File: src/hdl/assert_macros.svh
// Assertion helper macros shared by the RTL files.
// Depends on: a clk_i clock and an active-low rst_ni reset in the using module.
`ifndef ASSERT_MACROS_SVH
`define ASSERT_MACROS_SVH

// Same-cycle implication, disabled while in reset.
`define ASSERT_IMPL(lbl, ante, cons, msg) \
  lbl: assert property (@(posedge clk_i) disable iff (!rst_ni) (ante) |-> (cons)) \
    else $error(msg);

// Next-cycle implication, disabled while in reset.
`define ASSERT_NEXT(lbl, ante, cons, msg) \
  lbl: assert property (@(posedge clk_i) disable iff (!rst_ni) (ante) |=> (cons)) \
    else $error(msg);

`endif

File: src/hdl/dprc_pkg.sv
// Shared constants and types for the detrended peak rate counter.
// No dependencies; used by dprc_walk and detrended_peak_rate_counter.
`timescale 1ns / 1ps

package dprc_pkg;

  // Register field widths and reset values
  localparam int WLEN_W    = 7;
  localparam int SCALE_W   = 6;
  localparam int LIMIT_W   = 12;
  localparam int WLEN_RST  = 50;
  localparam int SCALE_RST = 6;
  localparam int LIMIT_RST = 80;

  // Result field widths and saturation limits
  localparam int COUNT_W   = 7;
  localparam int RATE_W    = 12;
  localparam int COUNT_MAX = 127;
  localparam int RATE_MAX  = 4095;

  // Smallest usable window
  localparam int MIN_WINDOW = 3;

  // Configuration port geometry
  localparam int CFG_AW = 4;
  localparam int CFG_DW = 32;

  // Register indexes (byte address / 4)
  typedef enum logic [1:0] {
    REG_WLEN  = 2'd0,
    REG_SCALE = 2'd1,
    REG_LIMIT = 2'd2
  } reg_idx_e;

  // Walk engine result, one strobe per window
  typedef struct packed {
    logic               done;
    logic [COUNT_W-1:0] peaks;
    logic [COUNT_W-1:0] above;
  } walk_res_t;

endpackage

File: src/hdl/dprc_mem.sv
// Sample store: single write port, single read port, registered read data.
// No package dependencies.
`timescale 1ns / 1ps

module dprc_mem #(
  parameter int DEPTH = 64,
  parameter int WIDTH = 10
) (
  input  logic                     clk_i,
  input  logic                     wr_en_i,
  input  logic [$clog2(DEPTH)-1:0] wr_addr_i,
  input  logic [WIDTH-1:0]         wr_data_i,
  input  logic                     rd_en_i,
  input  logic [$clog2(DEPTH)-1:0] rd_addr_i,
  output logic [WIDTH-1:0]         rd_data_o
);

  logic [WIDTH-1:0] mem_q [DEPTH];
  logic [WIDTH-1:0] rd_data_q;

  // Write one entry per beat
  always_ff @(posedge clk_i) begin
    if (wr_en_i) begin
      mem_q[wr_addr_i] <= wr_data_i;
    end
  end

  // Registered read: data appears in the cycle after rd_en_i
  always_ff @(posedge clk_i) begin
    if (rd_en_i) begin
      rd_data_q <= mem_q[rd_addr_i];
    end
  end

  assign rd_data_o = rd_data_q;

endmodule

File: src/hdl/dprc_walk.sv
// Line fit setup and sample walk: derives the trend terms from the running sums,
// then streams the stored window once and counts samples above the line and peaks.
// Depends on dprc_pkg and assert_macros.svh.
`timescale 1ns / 1ps
`include "assert_macros.svh"

module dprc_walk #(
  parameter int MAX_WINDOW  = 64,
  parameter int SAMPLE_BITS = 10
) (
  input  logic                              clk_i,
  input  logic                              rst_ni,
  input  logic                              start_i,
  input  logic [$clog2(MAX_WINDOW+1)-1:0]   n_i,
  input  logic [$clog2(longint'(MAX_WINDOW) *
                 ((longint'(1) << SAMPLE_BITS) - 1) + 1)-1:0] sy_i,
  input  logic [$clog2(longint'(MAX_WINDOW) * (MAX_WINDOW + 1) / 2 *
                 ((longint'(1) << SAMPLE_BITS) - 1) + 1)-1:0] sxy_i,
  output logic                              rd_en_o,
  output logic [$clog2(MAX_WINDOW)-1:0]     rd_addr_o,
  input  logic [SAMPLE_BITS-1:0]            rd_data_i,
  output dprc_pkg::walk_res_t               res_o
);

  import dprc_pkg::*;

  // Widths follow from the window and sample sizes
  localparam int NW  = $clog2(MAX_WINDOW + 1);
  localparam int AW  = $clog2(MAX_WINDOW);
  localparam int SYW = $clog2(longint'(MAX_WINDOW) * ((longint'(1) << SAMPLE_BITS) - 1) + 1);
  localparam int WSW = $clog2(longint'(MAX_WINDOW) * (MAX_WINDOW + 1) / 2 *
                              ((longint'(1) << SAMPLE_BITS) - 1) + 1);
  localparam int PW  = $clog2(MAX_WINDOW * MAX_WINDOW);
  localparam int QW  = $clog2(longint'(MAX_WINDOW) * (MAX_WINDOW * MAX_WINDOW - 1) + 1);
  localparam int MW  = WSW + 2;
  localparam int LW  = QW + SAMPLE_BITS;
  localparam int C1  = (LW + 1 > PW + SYW + 1) ? LW + 1 : PW + SYW + 1;
  localparam int C2  = (C1 > MW + NW + 3) ? C1 : MW + NW + 3;
  localparam int CW  = C2 + 2;
  localparam int CNTW = (NW > COUNT_W) ? NW : COUNT_W;

  typedef enum logic [2:0] {
    W_IDLE,
    W_SETUP1,
    W_SETUP2,
    W_SETUP3,
    W_SETUP4,
    W_WALK
  } walk_state_e;

  walk_state_e state_q;
  logic [NW-1:0] rd_cnt_q;
  logic          rvld_q;
  logic          cv_q;
  logic [NW-1:0] above_q;
  logic [NW-1:0] peak_q;
  walk_res_t     res_q;

  // Fit terms (scaled by n(n^2-1) so that only integers remain):
  //   n(n^2-1)*a  >  (n^2-1)*Sy + 3*M*(2x-n-1),  M = 2*Sxy - (n+1)*Sy
  logic [PW-1:0]              p_q;
  logic [WSW:0]               t1_q;
  logic [QW-1:0]              q_q;
  logic signed [MW-1:0]       m_q;
  logic [PW+SYW-1:0]          psy_q;
  logic signed [MW+NW-1:0]    mn_q;
  logic signed [CW-1:0]       rhs_q;
  logic signed [MW+2:0]       step_q;
  logic [LW-1:0]              prod_q;
  logic [SAMPLE_BITS-1:0]     cur_q;
  logic [SAMPLE_BITS-1:0]     prv_q;

  logic [2*NW-1:0]            nsq;
  logic [2*NW-1:0]            nsq_m1;
  logic [NW:0]                n_p1;
  logic [NW-1:0]              n_m1;
  logic [NW+SYW:0]            t1_full;
  logic [NW+PW-1:0]           q_full;
  logic [PW+SYW-1:0]          psy_full;
  logic signed [MW-1:0]       m_d;
  logic signed [MW+NW-1:0]    mn_d;
  logic signed [CW-1:0]       rhs_init;
  logic signed [MW+2:0]       step_d;
  logic [LW-1:0]              prod_d;
  logic [SAMPLE_BITS-1:0]     nxt;
  logic signed [CW-1:0]       lhs;
  logic                       above_hit;
  logic                       peak_hit;
  logic [NW-1:0]              above_nx;
  logic [NW-1:0]              peak_nx;
  logic [CNTW-1:0]            above_ext;
  logic [CNTW-1:0]            peak_ext;
  logic [COUNT_W-1:0]         above_sat;
  logic [COUNT_W-1:0]         peak_sat;

  // Setup arithmetic, one multiplier per path per stage
  always_comb begin
    nsq      = n_i * n_i;
    nsq_m1   = nsq - 1'b1;
    n_p1     = {1'b0, n_i} + 1'b1;
    n_m1     = n_i - 1'b1;
    t1_full  = n_p1 * sy_i;
    q_full   = n_i * p_q;
    psy_full = p_q * sy_i;
    m_d      = $signed({1'b0, sxy_i, 1'b0}) - $signed({1'b0, t1_q});
    mn_d     = m_q * $signed({1'b0, n_m1});
    rhs_init = CW'($signed({1'b0, psy_q})) - (CW'(mn_q) <<< 1) - CW'(mn_q);
    step_d   = ((MW+3)'(m_q) <<< 2) + ((MW+3)'(m_q) <<< 1);
  end

  // Walk datapath: the sample in cur_q is judged once its right neighbor arrives
  always_comb begin
    rd_en_o   = (state_q == W_WALK) && (rd_cnt_q != n_i);
    rd_addr_o = rd_cnt_q[AW-1:0];
    prod_d    = q_q * rd_data_i;
    nxt       = rvld_q ? rd_data_i : '0;
    lhs       = CW'($signed({1'b0, prod_q}));
    above_hit = lhs > rhs_q;
    peak_hit  = above_hit && (cur_q > prv_q) && (cur_q > nxt);
    above_nx  = above_q + NW'(above_hit);
    peak_nx   = peak_q + NW'(peak_hit);
    above_ext = CNTW'(above_nx);
    peak_ext  = CNTW'(peak_nx);
    above_sat = (above_ext > CNTW'(COUNT_MAX)) ? COUNT_W'(COUNT_MAX) : above_ext[COUNT_W-1:0];
    peak_sat  = (peak_ext > CNTW'(COUNT_MAX)) ? COUNT_W'(COUNT_MAX) : peak_ext[COUNT_W-1:0];
  end

  // Sequencer: setup stages, then one read beat per stored sample plus a flush
  always_ff @(posedge clk_i or negedge rst_ni) begin
    if (!rst_ni) begin
      state_q  <= W_IDLE;
      rd_cnt_q <= '0;
      rvld_q   <= 1'b0;
      cv_q     <= 1'b0;
      above_q  <= '0;
      peak_q   <= '0;
      res_q    <= '0;
    end else begin
      res_q.done <= 1'b0;
      rvld_q     <= rd_en_o;
      case (state_q)
        W_IDLE: begin
          if (start_i) begin
            rd_cnt_q <= '0;
            cv_q     <= 1'b0;
            above_q  <= '0;
            peak_q   <= '0;
            state_q  <= W_SETUP1;
          end
        end
        W_SETUP1: state_q <= W_SETUP2;
        W_SETUP2: state_q <= W_SETUP3;
        W_SETUP3: state_q <= W_SETUP4;
        W_SETUP4: state_q <= W_WALK;
        W_WALK: begin
          if (rd_en_o) begin
            rd_cnt_q <= rd_cnt_q + 1'b1;
          end
          if (cv_q) begin
            above_q <= above_nx;
            peak_q  <= peak_nx;
          end
          if (rvld_q) begin
            cv_q <= 1'b1;
          end else if (cv_q) begin
            // last sample judged against a zero right neighbor
            cv_q        <= 1'b0;
            res_q.done  <= 1'b1;
            res_q.above <= above_sat;
            res_q.peaks <= peak_sat;
            state_q     <= W_IDLE;
          end
        end
        default: state_q <= W_IDLE;
      endcase
    end
  end

  // Arithmetic pipeline registers
  always_ff @(posedge clk_i) begin
    case (state_q)
      W_IDLE: begin
        prv_q <= '0;
      end
      W_SETUP1: begin
        p_q  <= nsq_m1[PW-1:0];
        t1_q <= t1_full[WSW:0];
      end
      W_SETUP2: begin
        q_q   <= q_full[QW-1:0];
        m_q   <= m_d;
        psy_q <= psy_full;
      end
      W_SETUP3: begin
        mn_q <= mn_d;
      end
      W_SETUP4: begin
        rhs_q  <= rhs_init;
        step_q <= step_d;
      end
      W_WALK: begin
        if (rvld_q) begin
          prv_q  <= cv_q ? cur_q : '0;
          cur_q  <= rd_data_i;
          prod_q <= prod_d;
          if (cv_q) begin
            rhs_q <= rhs_q + CW'(step_q);
          end
        end
      end
      default: begin
        prv_q <= '0;
      end
    endcase
  end

  assign res_o = res_q;

  `ASSERT_IMPL(a_peaks_le_above, res_o.done, res_o.peaks <= res_o.above,
               "peak count exceeds above count")
  `ASSERT_IMPL(a_start_when_idle, start_i, state_q == W_IDLE,
               "walk started while a window is in progress")

endmodule

File: src/hdl/detrended_peak_rate_counter.sv
// Top level of the detrended peak rate counter: configuration registers, sample
// collection with running sums, and rate/alarm formation.
// Depends on dprc_pkg, dprc_mem, dprc_walk and assert_macros.svh.
//
// Usage:
//   Samples enter on sample_i when start is high and busy is low, one beat per
//   cycle. Each sample is written into the sample memory and added to the value
//   sum and the position-weighted sum. The sample that fills the window raises
//   busy; the block then fits the trend line and walks the stored window.
//   After the edge that takes that last sample (n = samples in the window),
//   the walk is launched, four setup stages form the fit terms, one memory
//   read is issued per stored sample (n reads), the read data is registered,
//   a flush judges the last sample, the counts are handed over, and rate and
//   alarm are formed. done_o then pulses for one cycle with peak_count_o,
//   above_count_o, rate_o and alarm_o. busy holds off new samples meanwhile.
//   busy falls in the cycle done_o rises, so the next window may start at once.
//   The receiver cannot stall; a result is present only while done_o is high.
//   The APB port reads and writes window_length (0x0), rate_scale (0x4) and
//   alarm_limit (0x8); writes are meant for idle periods only.
//   Reset empties the window, clears the sums and loads 50, 6 and 80 into the
//   registers. The sample memory needs no clearing: only entries written in
//   the current window are read.
`timescale 1ns / 1ps
`include "assert_macros.svh"

module detrended_peak_rate_counter #(
  parameter int MAX_WINDOW  = 64,
  parameter int SAMPLE_BITS = 10
) (
  input  logic                            clk_i,
  input  logic                            rst_ni,
  input  logic                            start,
  output logic                            busy,
  input  logic [SAMPLE_BITS-1:0]          sample_i,
  output logic                            done_o,
  output logic [dprc_pkg::COUNT_W-1:0]    peak_count_o,
  output logic [dprc_pkg::COUNT_W-1:0]    above_count_o,
  output logic [dprc_pkg::RATE_W-1:0]     rate_o,
  output logic                            alarm_o,
  input  logic                            psel,
  input  logic                            penable,
  input  logic                            pwrite,
  input  logic [dprc_pkg::CFG_AW-1:0]     paddr,
  input  logic [dprc_pkg::CFG_DW-1:0]     pwdata,
  output logic [dprc_pkg::CFG_DW-1:0]     prdata,
  output logic                            pready
);

  import dprc_pkg::*;

  localparam int NW  = $clog2(MAX_WINDOW + 1);
  localparam int AW  = $clog2(MAX_WINDOW);
  localparam int SYW = $clog2(longint'(MAX_WINDOW) * ((longint'(1) << SAMPLE_BITS) - 1) + 1);
  localparam int WSW = $clog2(longint'(MAX_WINDOW) * (MAX_WINDOW + 1) / 2 *
                              ((longint'(1) << SAMPLE_BITS) - 1) + 1);
  localparam int EW  = (NW > WLEN_W) ? NW : WLEN_W;
  localparam int RFW = COUNT_W + SCALE_W;

  typedef enum logic [1:0] {
    T_FILL,
    T_WALK,
    T_RATE,
    T_OUT
  } top_state_e;

  top_state_e state_q;

  logic [WLEN_W-1:0]  wlen_q;
  logic [SCALE_W-1:0] scale_q;
  logic [LIMIT_W-1:0] limit_q;

  logic [NW-1:0]      fill_q;
  logic [SYW-1:0]     sy_q;
  logic [WSW-1:0]     sxy_q;
  logic               walk_start_q;
  logic               done_q;
  logic [COUNT_W-1:0] peak_q;
  logic [COUNT_W-1:0] above_q;
  logic [RATE_W-1:0]  rate_q;
  logic               alarm_q;

  logic               cfg_wr;
  reg_idx_e           cfg_idx;
  logic               accept;
  logic               mem_wr;
  logic [NW-1:0]      fill_nx;
  logic [NW+SAMPLE_BITS-1:0] wprod;
  logic [EW-1:0]      wlen_ext;
  logic [EW-1:0]      eff_len;
  logic               win_full;
  logic [RFW-1:0]     rate_full;
  logic [RATE_W-1:0]  rate_sat;

  logic                   rd_en;
  logic [AW-1:0]          rd_addr;
  logic [SAMPLE_BITS-1:0] rd_data;
  walk_res_t              walk_res;

  // Configuration port
  assign pready  = 1'b1;
  assign cfg_wr  = psel && penable && pwrite && pready;
  assign cfg_idx = reg_idx_e'(paddr[3:2]);

  always_ff @(posedge clk_i or negedge rst_ni) begin
    if (!rst_ni) begin
      wlen_q  <= WLEN_W'(WLEN_RST);
      scale_q <= SCALE_W'(SCALE_RST);
      limit_q <= LIMIT_W'(LIMIT_RST);
    end else if (cfg_wr) begin
      case (cfg_idx)
        REG_WLEN:  wlen_q  <= pwdata[WLEN_W-1:0];
        REG_SCALE: scale_q <= pwdata[SCALE_W-1:0];
        REG_LIMIT: limit_q <= pwdata[LIMIT_W-1:0];
        default:   wlen_q  <= wlen_q;
      endcase
    end
  end

  always_comb begin
    case (cfg_idx)
      REG_WLEN:  prdata = CFG_DW'(wlen_q);
      REG_SCALE: prdata = CFG_DW'(scale_q);
      REG_LIMIT: prdata = CFG_DW'(limit_q);
      default:   prdata = '0;
    endcase
  end

  // Sample intake and window length clamp
  always_comb begin
    accept   = start && !busy;
    mem_wr   = accept && (fill_q < NW'(MAX_WINDOW));
    fill_nx  = fill_q + 1'b1;
    wprod    = fill_nx * sample_i;
    wlen_ext = EW'(wlen_q);
    if (wlen_ext < EW'(MIN_WINDOW)) begin
      eff_len = EW'(MIN_WINDOW);
    end else if (wlen_ext > EW'(MAX_WINDOW)) begin
      eff_len = EW'(MAX_WINDOW);
    end else begin
      eff_len = wlen_ext;
    end
    win_full = EW'(fill_nx) >= eff_len;
  end

  // Rate with saturation
  always_comb begin
    rate_full = peak_q * scale_q;
    rate_sat  = (rate_full > RFW'(RATE_MAX)) ? RATE_W'(RATE_MAX) : rate_full[RATE_W-1:0];
  end

  assign busy = (state_q != T_FILL);

  // Control: collect, hand the window to the walk, form the result beat
  always_ff @(posedge clk_i or negedge rst_ni) begin
    if (!rst_ni) begin
      state_q      <= T_FILL;
      fill_q       <= '0;
      sy_q         <= '0;
      sxy_q        <= '0;
      walk_start_q <= 1'b0;
      done_q       <= 1'b0;
    end else begin
      walk_start_q <= 1'b0;
      done_q       <= 1'b0;
      case (state_q)
        T_FILL: begin
          if (mem_wr) begin
            fill_q <= fill_nx;
            sy_q   <= sy_q + SYW'(sample_i);
            sxy_q  <= sxy_q + WSW'(wprod);
          end
          if (accept && win_full) begin
            walk_start_q <= 1'b1;
            state_q      <= T_WALK;
          end
        end
        T_WALK: begin
          if (walk_res.done) begin
            fill_q  <= '0;
            sy_q    <= '0;
            sxy_q   <= '0;
            state_q <= T_RATE;
          end
        end
        T_RATE: state_q <= T_OUT;
        T_OUT: begin
          done_q  <= 1'b1;
          state_q <= T_FILL;
        end
        default: state_q <= T_FILL;
      endcase
    end
  end

  // Result payload
  always_ff @(posedge clk_i) begin
    if (walk_res.done) begin
      peak_q  <= walk_res.peaks;
      above_q <= walk_res.above;
    end
    if (state_q == T_RATE) begin
      rate_q <= rate_sat;
    end
    if (state_q == T_OUT) begin
      alarm_q <= (LIMIT_W'(rate_q) > limit_q);
    end
  end

  assign done_o        = done_q;
  assign peak_count_o  = peak_q;
  assign above_count_o = above_q;
  assign rate_o        = rate_q;
  assign alarm_o       = alarm_q;

  // Sample memory; writes and walk reads never overlap, as busy holds off intake
  dprc_mem #(
    .DEPTH (MAX_WINDOW),
    .WIDTH (SAMPLE_BITS)
  ) u_mem (
    .clk_i     (clk_i),
    .wr_en_i   (mem_wr),
    .wr_addr_i (fill_q[AW-1:0]),
    .wr_data_i (sample_i),
    .rd_en_i   (rd_en),
    .rd_addr_i (rd_addr),
    .rd_data_o (rd_data)
  );

  dprc_walk #(
    .MAX_WINDOW  (MAX_WINDOW),
    .SAMPLE_BITS (SAMPLE_BITS)
  ) u_walk (
    .clk_i     (clk_i),
    .rst_ni    (rst_ni),
    .start_i   (walk_start_q),
    .n_i       (fill_q),
    .sy_i      (sy_q),
    .sxy_i     (sxy_q),
    .rd_en_o   (rd_en),
    .rd_addr_o (rd_addr),
    .rd_data_i (rd_data),
    .res_o     (walk_res)
  );

  `ASSERT_IMPL(a_done_not_busy, done_o, !busy, "result beat while busy")
  `ASSERT_NEXT(a_full_goes_busy, accept && win_full, busy,
               "window completed without raising busy")

endmodule
File: config.mk
export PLATFORM = sky130hd
export DESIGN_NAME = detrended_peak_rate_counter
export DESIGN_NICKNAME = d
export VERILOG_FILES = /design/src/hdl/dprc_pkg.sv /design/src/hdl/dprc_mem.sv /design/src/hdl/dprc_walk.sv /design/src/hdl/detrended_peak_rate_counter.sv
export VERILOG_INCLUDE_DIRS = /design/src /design/src/hdl
export SDC_FILE = /design/constraint.sdc
export NUM_CORES = 2
export LEC_CHECK = 0
export ABC_AREA = 1
export BUFFER_PORTS_ARGS = -buffer_cell sky130_fd_sc_hd__buf_2
export CORE_MARGIN = 2
export CORE_UTILIZATION = 40
export DETAILED_ROUTE_END_ITERATION = 8
export PLACE_DENSITY = 0.63
export SLEW_MARGIN = 15
export SYNTH_ARGS = -nofsm -noshare
export SYNTH_HDL_FRONTEND = slang
export SYNTH_HIERARCHICAL = 1
export SYNTH_SLANG_ARGS = --single-unit
File: constraint.sdc
create_clock -name clk_i -period 8 [get_ports clk_i]
set_input_delay 2 -clock clk_i [delete_from_list [all_inputs] [get_ports clk_i]]
set_output_delay 2 -clock clk_i [all_outputs]
set_load 0.02 [all_outputs]
Yosys cells after proc, flatten, opt, wreduce, memory -nomap -nowiden
Memory sizes are Yosys's and may differ from the RTL's. A register that Yosys moved wholly into a read port is not among the register bits.
Cells that the tools add are included.
- memories: 1
- bits of input ports: 52
- register bits after elaboration: 389
- word-level logic and storage cells: 164
- RAM bits: 640
- output and inout bits: 62
- memory list (memory ; words ; bits a word ; read ports ; clocked after Yosys merged registers in ; write ports ; RTL line ; text):
    u_mem.mem_q ; 64 ; 10 ; 1 ; 1 ; 1 ; dprc_mem.sv:18 ; logic [WIDTH-1:0] mem_q [DEPTH];
- equality and inequality tests: 19
- reduce and logical (&&, ||, !) cells: 30
- muxes and demuxes: 46
- order comparisons: 11
- $add $sub $neg: 14
- $mul: 8
- bitwise gates (word level): 2
- operators with widths (operator ; number):
    $mux W36 ; 2
    $pmux W36 S2 ; 1
    $mux W7 ; 10
    $pmux W7 S2 ; 4
    $mux W15 ; 3
    $mux W22 ; 2
    $pmux W22 S2 ; 1
    $add A36 B27 Y36 ; 1
    $gt A29 B36 Y1 ; 1
    $pmux W12 S3 ; 1
    $sub A33 B31 Y34 ; 1
    $sub A29 B32 Y33 ; 1
    $mux W16 ; 2
    $pmux W16 S2 ; 1
    $mul A24 B8 Y31 ; 1
    $mux W10 ; 3
    $mul A12 B16 Y28 ; 1
    $mul A18 B10 Y28 ; 1
    $add A26 B25 Y27 ; 1
    $sub A23 B23 Y24 ; 1
    $mul A8 B16 Y23 ; 1
    $add A22 B17 Y22 ; 1
    $gt A7 B7 Y1 const B ; 3
    $gt A10 B10 Y1 ; 2
    39 further kinds ; 84

Logic depth before layout (Yosys ltp)
- word-level depth: 9
- gate-level depth with buffers: 28
- gate-level depth less buffers: 28

Hierarchy
Netlist, hierarchy kept.
- modules (own cells, without submodules) (module ; sequential area each (um^2) ; area each (um^2) ; cells each ; instances):
    dprc_walk ; 8383.0 ; 45283.4 ; 5830 ; 1
    dprc_mem ; 19518.7 ; 26536.7 ; 2233 ; 1
    detrended_peak_rate_counter ; 2671.3 ; 9608.0 ; 1246 ; 1

Least setup slack after synthesis
No wires, ideal clock.
- kind: flip-flop to flip-flop
- from: register u_walk.state_q[0]
- to: register u_walk.prv_q[0], enable pin
- required time: 7709 ps
- arrival time: 6057 ps
- path buffers: 0
- setup time: 291 ps
- stages on the path, launching flop included: 4
- slack: 1652 ps
- period minus slack after synthesis: 6348 ps
- cell sequence: dfrtp_1 > nor3_1 > or2_2 > nor3_1
- word-level cells in the longest chain between the ends: 4
- elaborated cells between the ends (all ways): 9
- those cells by class: 6 x eq/ne; 1 x bitwise; 2 x reduce/logical
- ends and longest elaborated chain (item ; RTL line ; text):
    start, declared ; dprc_walk.sv:51 ; walk_state_e state_q;
    start signal, assigned ; dprc_walk.sv:131 ; state_q <= W_IDLE;
    start signal, assigned ; dprc_walk.sv:148 ; state_q <= W_SETUP1;
    start signal, assigned ; dprc_walk.sv:151 ; W_SETUP1: state_q <= W_SETUP2;
    $eq A3 B1 Y1 (tied with other cells) ; dprc_walk.sv:181 ; case (state_q)
    $reduce_or A4 Y1 (no line) ; -- ;
    $not A1 Y1 (no line) ; -- ;
    $reduce_and A2 Y1 (no line) (*) ; -- ;
    end signal, assigned ; dprc_walk.sv:203 ; prv_q <= cv_q ? cur_q : '0;
    end, declared ; dprc_walk.sv:71 ; logic [SAMPLE_BITS-1:0] prv_q;
Mark *: on every way between the ends. The rest lies on a longest branch, timed or not.
A chain may end at the register's enable or synchronous reset.

Final worst setup path
- from: register fill_q[0]
- to: register u_walk.mn_q[30] (data pin)
- word-level cells in the longest chain between the ends: 2
- ends and longest elaborated chain (item ; RTL line ; text):
    start, declared ; detrended_peak_rate_counter.sv:72 ; logic [NW-1:0] fill_q;
    start signal, assigned ; detrended_peak_rate_counter.sv:168 ; fill_q <= fill_nx;
    $sub A7 B1 Y7 ; dprc_walk.sv:101 ; n_m1 = n_i - 1'b1;
    $mul A24 B8 Y31 ; dprc_walk.sv:106 ; mn_d = m_q * $signed({1'b0, n_m1});
    via u_walk.mn_d[30] ; dprc_walk.sv:81 ; logic signed [MW+NW-1:0] mn_d;
    end signal, assigned ; dprc_walk.sv:195 ; mn_q <= mn_d;
    end, declared ; dprc_walk.sv:66 ; logic signed [MW+NW-1:0] mn_q;
The timed path passes the listed nets, and every way through them passes these cells.

==> results.sh <==
export IMPL_status="finished clean"
export IMPL_cts_tree="done"
export IMPL_root_buffer="clkbuf_16"
export IMPL_fin_crit_ns=6.62
export IMPL_max_freq_mhz=151
export IMPL_place_hpwl_mm=168
export IMPL_holdPathEnd="peak_count_o[6]"
export IMPL_skew_ns=0.0697
export IMPL_slowest_delay_ns=0.86
export IMPL_async_flop_share=0.111
export IMPL_ctsLongestPathBuffers=3
export IMPL_synth_compound_area_frac=0.0486
export IMPL_rrSetupSlack_ns=1.38
export IMPL_fin_tns_setup_ns=0
export IMPL_cts_resized_gates=0
export IMPL_crit_arrival_ns=7.10
export IMPL_synth_mux_area_frac=0.000691
export IMPL_holdPathStages=0
export IMPL_dieWidth_um=455
export IMPL_setup_viol=0
export IMPL_fillers=19600
export IMPL_min_from="u_walk/res_o[13]"
export IMPL_rsz0062_at_grt="no"
export IMPL_most_common_layout_cells="2537 x nand2_1, 1570 x inv_1, 922 x edfxtp_1, 771 x nand3_1, 704 x nor2_1"
export IMPL_fin_nets=10500
export IMPL_vias=62200
export IMPL_die_height_um=455
export IMPL_syn_inst=9309
export IMPL_post_route_util=0.435
export IMPL_r2r_cells=24
export IMPL_path_max_fanout=41
export IMPL_seq_area_frac_synth=0.375
export IMPL_clk_pin_slew_ns=0.06
export IMPL_grt_pass1_wl_mm=354
export IMPL_cap_violations=0
export IMPL_drc=0
export IMPL_crit_path_start="fill_q[0]"
export IMPL_postPlaceCellArea_sq_um=84200
export IMPL_antenna_left=0
export IMPL_wirelength_mm=226
export IMPL_grt_usage=0.219
export IMPL_htreeDepth=3
export IMPL_synth_edf_count=922
export IMPL_cpMostUsedCell="nand2_1"
export IMPL_slowest_stage="dfrtp_4"
export IMPL_routabilityCongestion=0.936
export IMPL_cts_buffers=112
export IMPL_synth_area_per_cell_sq_um=8.75
export IMPL_r2r_end="u_walk/mn_q[30]"
export IMPL_io_buffers=70
export IMPL_grt_max_degree=171
export IMPL_ys_flop_type="edfxtp_1"
export IMPL_synth_distinct_cells=63
export IMPL_rr_startpoint="fill_q[0]"
export IMPL_seq_area_sq_um=30600
export IMPL_dieArea_sq_um=207000
export IMPL_grt_pass1_vias=62700
export IMPL_viasPerCell=5.16
export IMPL_min_period_over_period=0.828
export IMPL_layout_drive_gt1_share=0.0419
export IMPL_drv_slew=0
export IMPL_gr_total_overflow=0
export IMPL_antenna_found_initial=7
export IMPL_worstSkewPairLatency_ns=0.79
export IMPL_yosys_area_share_xor_xnor=0.0218
export IMPL_crit_type="reg -> reg"
export IMPL_synth_top_family_by_area="adder cells"
export IMPL_syn2layout_area_growth_pct=8.01
export IMPL_ys_ff_latch=1037
export IMPL_drtPass1Iterations=6
export IMPL_hp_class="reg -> reg"
export IMPL_ys_warn_count=6
export IMPL_mostFrequentLayoutCell="nand2_1"
export IMPL_rows=165
export IMPL_cp_start_kind="register"
export IMPL_worst_endpoint_required_ns=8.48
export IMPL_ios=114
export IMPL_core_area_sq_um=202000
export IMPL_path_cells="inv_1, ha_1, nand2_1, inv_1, nand2_1, nand2_1, inv_1, nand2_1, fa_1, fa_1, inv_1, fa_1, inv_1, fa_1, inv_1, ha_1, a21oi_1, o21ai_0, a21oi_1, o21ai_1, nand3_1, nand2_1, nand2_1, nand2_1"
export IMPL_start_util=0.402
export IMPL_hold_viol=0
export IMPL_post_drt_wl_per_cell_um=18.8
export IMPL_multiInputGateArea_sq_um=43300
export IMPL_worst_pin_slew_ns=1.14
export IMPL_slew_limit_headroom=0.240
export IMPL_drt_iter0_drc=5282
export IMPL_clock_sinks=1037
export IMPL_synth_fa_ha_area_frac=0.245
export IMPL_fin_area_sq_um=88000
export IMPL_cts_hold_buffers=0
export IMPL_dp_cells=11800
export IMPL_synthSimpleGateAreaFrac=0.213
export IMPL_layoutNonFillerInstCount=12000
export IMPL_post_cts_buffers=0
export IMPL_netlist_area_sq_um=81400
export IMPL_cp_end_kind="register"
-- synthesized netlist by cell type, drive strengths merged, types with 3 or more instances --
| cell | count | area (sq um) |
|---|---|---|
| dfstp | 7 | 184 |
| dfrtp | 108 | 2700 |
| a21o | 29 | 218 |
| o2111ai | 3 | 26.3 |
| and2 | 6 | 37.5 |
| ha | 559 | 6990 |
| nor2 | 715 | 2740 |
| clkbuf | 139 | 524 |
| o22ai | 7 | 50.1 |
| a21oi | 328 | 1640 |
| nand3b | 13 | 97.6 |
| o21ai | 253 | 1280 |
| nand3 | 772 | 3870 |
| a21boi | 11 | 82.6 |
| o211ai | 16 | 120 |
| a31oi | 14 | 87.6 |
| nor4 | 23 | 144 |
| xnor2 | 70 | 613 |
| a22o | 7 | 61.3 |
| o21bai | 34 | 255 |
| mux2 | 5 | 56.3 |
| xor2 | 131 | 1160 |
| buf | 186 | 1220 |
| nor3 | 51 | 260 |
| edfxtp | 922 | 27700 |
| a211oi | 6 | 45.0 |
| or2 | 19 | 121 |
| nand2 | 2541 | 9560 |
| o21a | 7 | 52.6 |
| nand4 | 80 | 500 |
| inv | 1585 | 5960 |
| fa | 649 | 13000 |
-- worst max-delay path, delay by kind of cell (launching register included) --
kind                     cells  cell delay [ns]
AND/OR/NAND/NOR              8             1.07
buffers and inverters        6             0.89
flip-flops                   1             0.86
adder cells (fa/ha/maj)      6             2.61
AO/OA/AOI/OAI                4             0.86
-- flip-flops by register name, indices dropped and copies added (netlist names), 16 cells and up --
signal	flops
u_mem/mem_q	640
u_walk/rhs_q	36
u_walk/mn_q	31
u_walk/prod_q	28
u_walk/psy_q	28
u_walk/step_q	26
u_walk/m_q	24
u_walk/t1_q	23
sxy_q	22
u_walk/q_q	18
sy_q	16
-- per-stage QoR --
stage	hold slack, ns	setup WS, ns
detailed placement	0.432	1.39
CTS	0.446	1.46
global placement	0.427	1.42
finish	0.448	1.38
floorplan	0.418	1.65
global route	0.459	0.969
-- how the worst max path moves through the flow --
stage / endpoint / cells past startpoint
floorplan: u_walk/prv_q[0] / 3
global route: u_walk/mn_q[28] / 26
global placement: sxy_q[12] / 17
finish: u_walk/mn_q[30] / 24
CTS: u_walk/mn_q[30] / 24
detailed placement: sxy_q[12] / 17
-- cell type report --
cell class,count,area share
Clock inverter,59,0.00795
Antenna cell,10,0.000285
Sequential cell,1037,0.348
Timing Repair Buffer,151,0.0113
Inverter,1587,0.0679
Multi-Input combinational cell,6379,0.492
Clock buffer,147,0.0344
Tap cell,2672,0.0380
-- metal layers --
layer / share of wire / up-vias / global-route usage
met5: 0 / - / 0
met4: 0.031 / 0 / 0.0704
met3: 0.063 / 350 / 0.0296
met2: 0.48 / 1934 / 0.369
met1: 0.43 / 30400 / 0.293
li1: - / 29500 / -
-- logic make-up after synthesis --
| family | count (synthesis) |
|---|---|
| buffers and inverters | 1912 |
| adders and majority gates | 1208 |
| DFF | 1037 |
| and+or+nand+nor | 4224 |
| other | 2 |
| AOI/OAI and AO/OA | 720 |
| xor gates and xnor gates | 201 |
| muxes | 5 |
Power is left out: the tool's default activity adds up to more than one toggle a clock period on the data nets, which glitch-free logic cannot reach.
